**config.mk**
```make
export PLATFORM = sky130hd
export DESIGN_NAME = mfd_merge
export DESIGN_NICKNAME = d
export VERILOG_FILES = /design/src/hw/rtl/mfd_pkg.sv /design/src/hw/rtl/mfd_merge.sv
export SDC_FILE = /design/constraint.sdc
export NUM_CORES = 1
export LEC_CHECK = 0
export BUFFER_PORTS_ARGS = -buffer_cell sky130_fd_sc_hd__buf_2
export CORE_MARGIN = 2
export CORE_UTILIZATION = 30
export DETAILED_ROUTE_END_ITERATION = 12
export PLACE_DENSITY = 0.49
export REMOVE_ABC_BUFFERS = 1
export SYNTH_ARGS = -nofsm -noshare
export SYNTH_HDL_FRONTEND = slang
export SYNTH_SLANG_ARGS = --single-unit
```
**constraint.sdc**
```tcl
create_clock -name vclk -period 3.8
set_clock_uncertainty 0.2 [all_clocks]
set_input_delay 0.57 -clock vclk [all_inputs]
set_output_delay 0.57 -clock vclk [all_outputs]
set_load 0.01 [all_outputs]
```
**src/hw/rtl/mfd_pkg.sv**
```systemverilog
`default_nettype none
// ----------------------------------------------------------------------------
// mfd_pkg
// Shared widths, command codes, register indexes and types of the
// monochrome framebuffer drawing engine.
// ----------------------------------------------------------------------------
package mfd_pkg;

   localparam int POS_W  = 10;         // pixel column / row fields
   localparam int BITS_W = 16;         // span pattern
   localparam int PAT_IW = 4;          // index into the span pattern
   localparam int LEN_W  = 5;          // span length field
   localparam int RIDX_W = 11;         // read index field
   localparam int DIM_W  = 8;          // width / height registers
   localparam int COL_W  = 12;         // pixel column reached by a span
   localparam int BCOL_W = COL_W - 3;  // byte column reached by a span
   localparam int NB_W   = 3;          // bytes touched by one span
   localparam int CSR_W  = 2;          // register index

   localparam logic [1:0] OP_CLEAR = 2'd0;
   localparam logic [1:0] OP_PLOT  = 2'd1;
   localparam logic [1:0] OP_SPAN  = 2'd2;
   localparam logic [1:0] OP_READ  = 2'd3;

   localparam logic [CSR_W-1:0] CSR_WIDTH  = 2'd0;
   localparam logic [CSR_W-1:0] CSR_HEIGHT = 2'd1;
   localparam logic [CSR_W-1:0] CSR_INVERT = 2'd2;

   localparam logic [DIM_W-1:0]  WIDTH_RST  = 8'd128;
   localparam logic [DIM_W-1:0]  HEIGHT_RST = 8'd128;
   localparam logic [7:0]        FILL_ONES  = 8'hFF;
   localparam logic [7:0]        FILL_ZEROS = 8'h00;
   localparam logic [BITS_W-1:0] PLOT_BITS  = 16'h8000;
   localparam logic [LEN_W-1:0]  PLOT_LEN   = 5'd1;

   typedef struct packed {
      logic [POS_W-1:0]  pos_x;
      logic              color;    // already passed through the invert setting
      logic [BITS_W-1:0] bits;
      logic [LEN_W-1:0]  len;      // already saturated
      logic              opaque;
   } span_cmd_type;

   typedef enum logic [5:0] {
      ST_IDLE      = 6'b000001,
      ST_CLEAR     = 6'b000010,
      ST_SPAN_RD   = 6'b000100,
      ST_SPAN_WR   = 6'b001000,
      ST_READ      = 6'b010000,
      ST_READ_DATA = 6'b100000
   } state_type;

endpackage
`default_nettype wire

```
**src/hw/rtl/mfd_merge.sv**
```systemverilog
`default_nettype none
// ----------------------------------------------------------------------------
// mfd_merge
// Merge the pixels of one span into one store byte, with clipping to the
// active width.
// ----------------------------------------------------------------------------
module mfd_merge import mfd_pkg::*; (
   input  wire span_cmd_type      cmd,
   input  wire logic [BCOL_W-1:0] byte_col,
   input  wire logic [DIM_W-1:0]  eff_width,
   input  wire logic [7:0]        old_byte,
   output logic      [7:0]        new_byte
);

   logic [COL_W-1:0] px  [8];
   logic [COL_W-1:0] rel [8];
   logic [7:0]       pat;
   logic [7:0]       drive;

   always_comb begin
      new_byte = old_byte;
      for (int b = 0; b < 8; b++) begin
         px[b]    = {byte_col, 3'(b)};
         rel[b]   = px[b] - COL_W'(cmd.pos_x);
         // pattern bits past the end of the pattern read as zero
         pat[b]   = (rel[b] < COL_W'(BITS_W)) && cmd.bits[~rel[b][PAT_IW-1:0]];
         drive[b] = (px[b] >= COL_W'(cmd.pos_x)) && (rel[b] < COL_W'(cmd.len))
                    && (px[b] < COL_W'(eff_width)) && (pat[b] || cmd.opaque);
         if (drive[b]) begin
            new_byte[7-b] = pat[b] ? cmd.color : ~cmd.color;
         end
      end
   end

endmodule
`default_nettype wire
```
======== Word-level counts from Yosys, hierarchy flattened ========
Cells that the tools add are included.
Widths: inputs -> output; s select.
cells by class
  add/sub/neg operators ................... 8
  reduce and logical (&&, ||, !) cells .... 40
  bitwise operators ....................... 9
  mux-type cells .......................... 32
  $lt $le $gt $ge ......................... 40
operators by type and width
  kind                 count
  $ge 12x10->1         8
  $lt 12x5->1          8
  $lt 12x5->1 const B  8
  $lt 12x8->1          8
  $sub 12x10->12       8
  $lt 4x5->1 const B   8
  $bmux 1 s4           8
  $logic_and 1x1->1    32
  $not 4->4            8
  $mux 1               24
  $logic_or 1x1->1     8
  $not 1->1            1
storage, ports and cells
  register bits after elaboration ......... 0
  input port bits ......................... 58
  output and inout bits ................... 8

======== Logic depth before layout (Yosys ltp) ========
  word-level depth ........................ 8
  mapped depth ............................ 14
  mapped depth without buffers ............ 14

======== Worst setup path before layout ========
No wires, ideal clock.
  path type ............................... input port to output port
  from .................................... input port cmd[25] (netlist bit)
  to ...................................... output port new_byte[1]
  cell stages on the path ................. 14
  path slack .............................. -0.283 ns
  arrival time ............................ 3.313 ns
  path buffers ............................ 2
  cell sequence ........................... buf_2 -> inv_1 -> fa_1 -> clkbuf_1 -> nor2_1 -> xor2_1 -> inv_1 -> ha_1 -> inv_1 -> a31oi_1 -> a2111oi_0 -> nand3_1 -> o41a_1 -> a21oi_1
on the way
  cells in the longest elaborated chain, start to end .. 8
ends and longest elaborated chain
  item                                                                    RTL line         text
  start: declaration                                                      mfd_merge.sv:8   input wire span_cmd_type cmd,
  parallel branches: the longest is 7 deep, another holds $sub 12x10->12  n/a
  $mux 1 (*)                                                              mfd_merge.sv:29  if (drive[b]) begin
  end: declaration                                                        mfd_merge.sv:12  output logic [7:0] new_byte
Every way passes the cells marked *. The select of a mux whose other input is x is not followed.

======== Worst setup path in the final report ========
  from .................................... input port cmd[26] (netlist bit)
  to ...................................... output port new_byte[1]
Same word-level chain as after synthesis.

==> metrics.md <==
| Metric | Value |
|---|---|
| Worst-path maximum fanout | 4 |
| Multi-input gate area | ~4000 µm² |
| Routed wire length | about 17000 µm |
| Layout clock buffer count | 0 |
| Hold path depth | 3 |
| Post-CTS Hold Buffers | 0 |
| Overall power | 1.063 mW |
| Post-Syn Area | roughly 4000 µm² |
| Hold Path Class | in -> out |
| Cell accounting for the most synthesized area | ha_1 |
| Startpoint of the worst hold path | old_byte[7] |
| Hold path endpoint | new_byte[7] |
| YS warnings | 0 |
| Max_slew headroom | 0.6165 |
| Starting DRT DRC Count | roughly 250 |
| Largest net degree at the start of global routing | 23 |
| First-pass GRT wire length | about 27000 µm |
| Register area | 0 µm² |
| I/O pins | 66 |
| Largest cells by area after synthesis | ha_1 (17%), mux4_1 (7.9%), mux4_2 (6.2%) |
| GPL Wtd Cong | 0.9662 |
| DRC viols | 0 |
| Final Cell Area | 5918 µm² |
| Drt first pass iters | 5 |
| Max Slew Vio Count | 0 |
| Area after DPL | 5444 µm² |
| Final ANT Viol Nets | 0 |
| Remaining Overflow, GRT | 0 |
| Worst Path Required | 3030 ps |
| Final Worst Setup Slack | -220.4 ps |
| Die area | ~14000 µm² |
| CP endpoint kind | primary output |
| Status | complete, but fails checks |
| Sequential cells | 0 |
| Post-Synthesis Cells | approximately 520 |
| Final min period | a little over 4000 ps |
| Diode count | 0 |
| Starting Density | 0.3034 |
| Failing checks | setup timing |
| Max Clk Rate | roughly 250 MHz |
| Final setup viols | 7 |
| Seq/Total Area, Yosys | 0 |
| Pwr Density | 179.6 nW/µm² |
| P_leak | approximately 2.7 nW |
| Most frequent cell after synthesis | ha_1 |
| Post-DP HPWL | ~14000 µm |
| Least-Margin Pin Slew | about 570 ps |
| Core box area | between 10000 and 15000 µm² |
| Vias/cell | about 5.6 |
| # port buffers | 66 |
| Routed wire length per instance | between 15 and 20 µm |
| Number of global-route vias before repair | between 4000 and 5000 |
| Vias | a little under 5000 |
| Core Rows | 42 |
| Total Routing Usage GR | 0.2394 |
| Total of max-cap violations | 0 |
| Type of origin of the critical path | input pin |
| Fin Hold WS | approximately 1200 ps |
| Unrepaired setup endpoints after global routing | yes |
| Die H | between 100 and 150 µm |
| Layout area overhead | 49.07% |
| CP arrival | around 3300 ps |
| Initial antenna violation count | 0 |
| Fin crit share | 1.058 |
| Hold Fails Final Rpt | 0 |
| Most frequent cells after synthesis | ha_1 (53), a21oi_1 (41), inv_1 (41) |
| Layout cells sized above 1 | 0.4103 |
| Maximum vdd drop | about 0.000071 V |
| Syn avg cell area | approximately 7.7 µm² |
| Area fraction of the dominant cell type after synthesis | 0.1670 |
| Post-layout util | 0.4523 |
| Synth cell types | 68 |
| WS Path Type | in -> out |
| Die W | 119.0 µm |
| Nets | between 800 and 900 |
| Fill count | 1379 |
[layout make-up]
type	instances	area share
tap	176	0.03721
inverter	41	0.02748
timing repair buffer	217	0.2628
multi-input combinational	444	0.6725
[cell families after synthesis]
| group | share of synthesized area |
|---|---|
| compound gates | 0.2950 |
| mux | 0.1620 |
| simple gates | 0.2001 |
| buf+inv | 0.07973 |
| xor+xnor | 0.08604 |
| fa+ha+maj | 0.1771 |
[cells in the final DEF, fill, tap and decap left out, drive strengths merged, types with 6 or more instances in the layout]
cell,netlist,layout
mux2i,8,8
nor3,19,19
and2,6,6
mux4,23,23
and3,7,7
o21ai,32,32
ha,53,53
a211oi,9,9
o2111ai,6,6
nand2b,11,11
nand3,13,13
o21a,10,10
xnor2,26,26
a2111oi,7,7
nor2,23,23
nand4,11,11
o211ai,9,9
inv,41,40
nor2b,8,8
a31oi,7,7
a21oi,45,45
xor2,13,13
buf,19,217
nand2,34,34
a21o,10,10
[critical path, cell delays in order]
cell and delay (ps):
buf_8 100, inv_4 50, ha_4 220, ha_1 210, nor2b_4 150, nor2_2 120
xor2_1 200, inv_1 60, ha_1 170, o21bai_1 150, a2111oi_1 370, nand3_1 230
o41a_1 350, a21oi_1 140, buf_2 150
[layer usage]
layer | wire length (µm) | up-vias | track usage
li1 | - | 2351 | -
met1 | 7726 | 2383 | 0.3215
met2 | 8097 | 157 | 0.4206
met3 | 656 | 25 | 0.005747
met4 | 548 | 0 | 0.06771
met5 | 0 | - | 0
[worst max-delay path by stage]
stage | from | cells after the start | endpoint | slack [ps]
after CTS | byte_col[0] | 15 | new_byte[5] | -230
after global placement | cmd[26] | 16 | new_byte[5] | -520
after global routing | cmd[26] | 16 | new_byte[6] | -350
after detailed placement | cmd[26] | 16 | new_byte[5] | -550
final | cmd[26] | 15 | new_byte[1] | -220
after floorplan | cmd[26] | 14 | new_byte[5] | -230
[power breakdown]
part | internal [mW] | switching [mW]
registers | 0 | 0
logic | 0.507 | 0.556
clock network | 0 | 0
[what timing repair did]
action                     CTS  global route
buffers inserted             7             7
gates resized for setup     48            34
setup endpoints to repair    8             8
hold endpoints to repair     0             0
pin swaps                   25            32
[through the flow]
stage | setup TNS (ps) | std cells | worst slack, ps
finish | -983.5 | 878 | -220.4
global route | -1918 | 878 | -350.7
floorplan | -674.5 | 485 | -232.9
detailed placement | -2731 | 865 | -545.1
CTS | -911.8 | 872 | -229.4
global placement | -2423 | 865 | -517.5
Note: power is estimated with default switching activity, not from simulation.
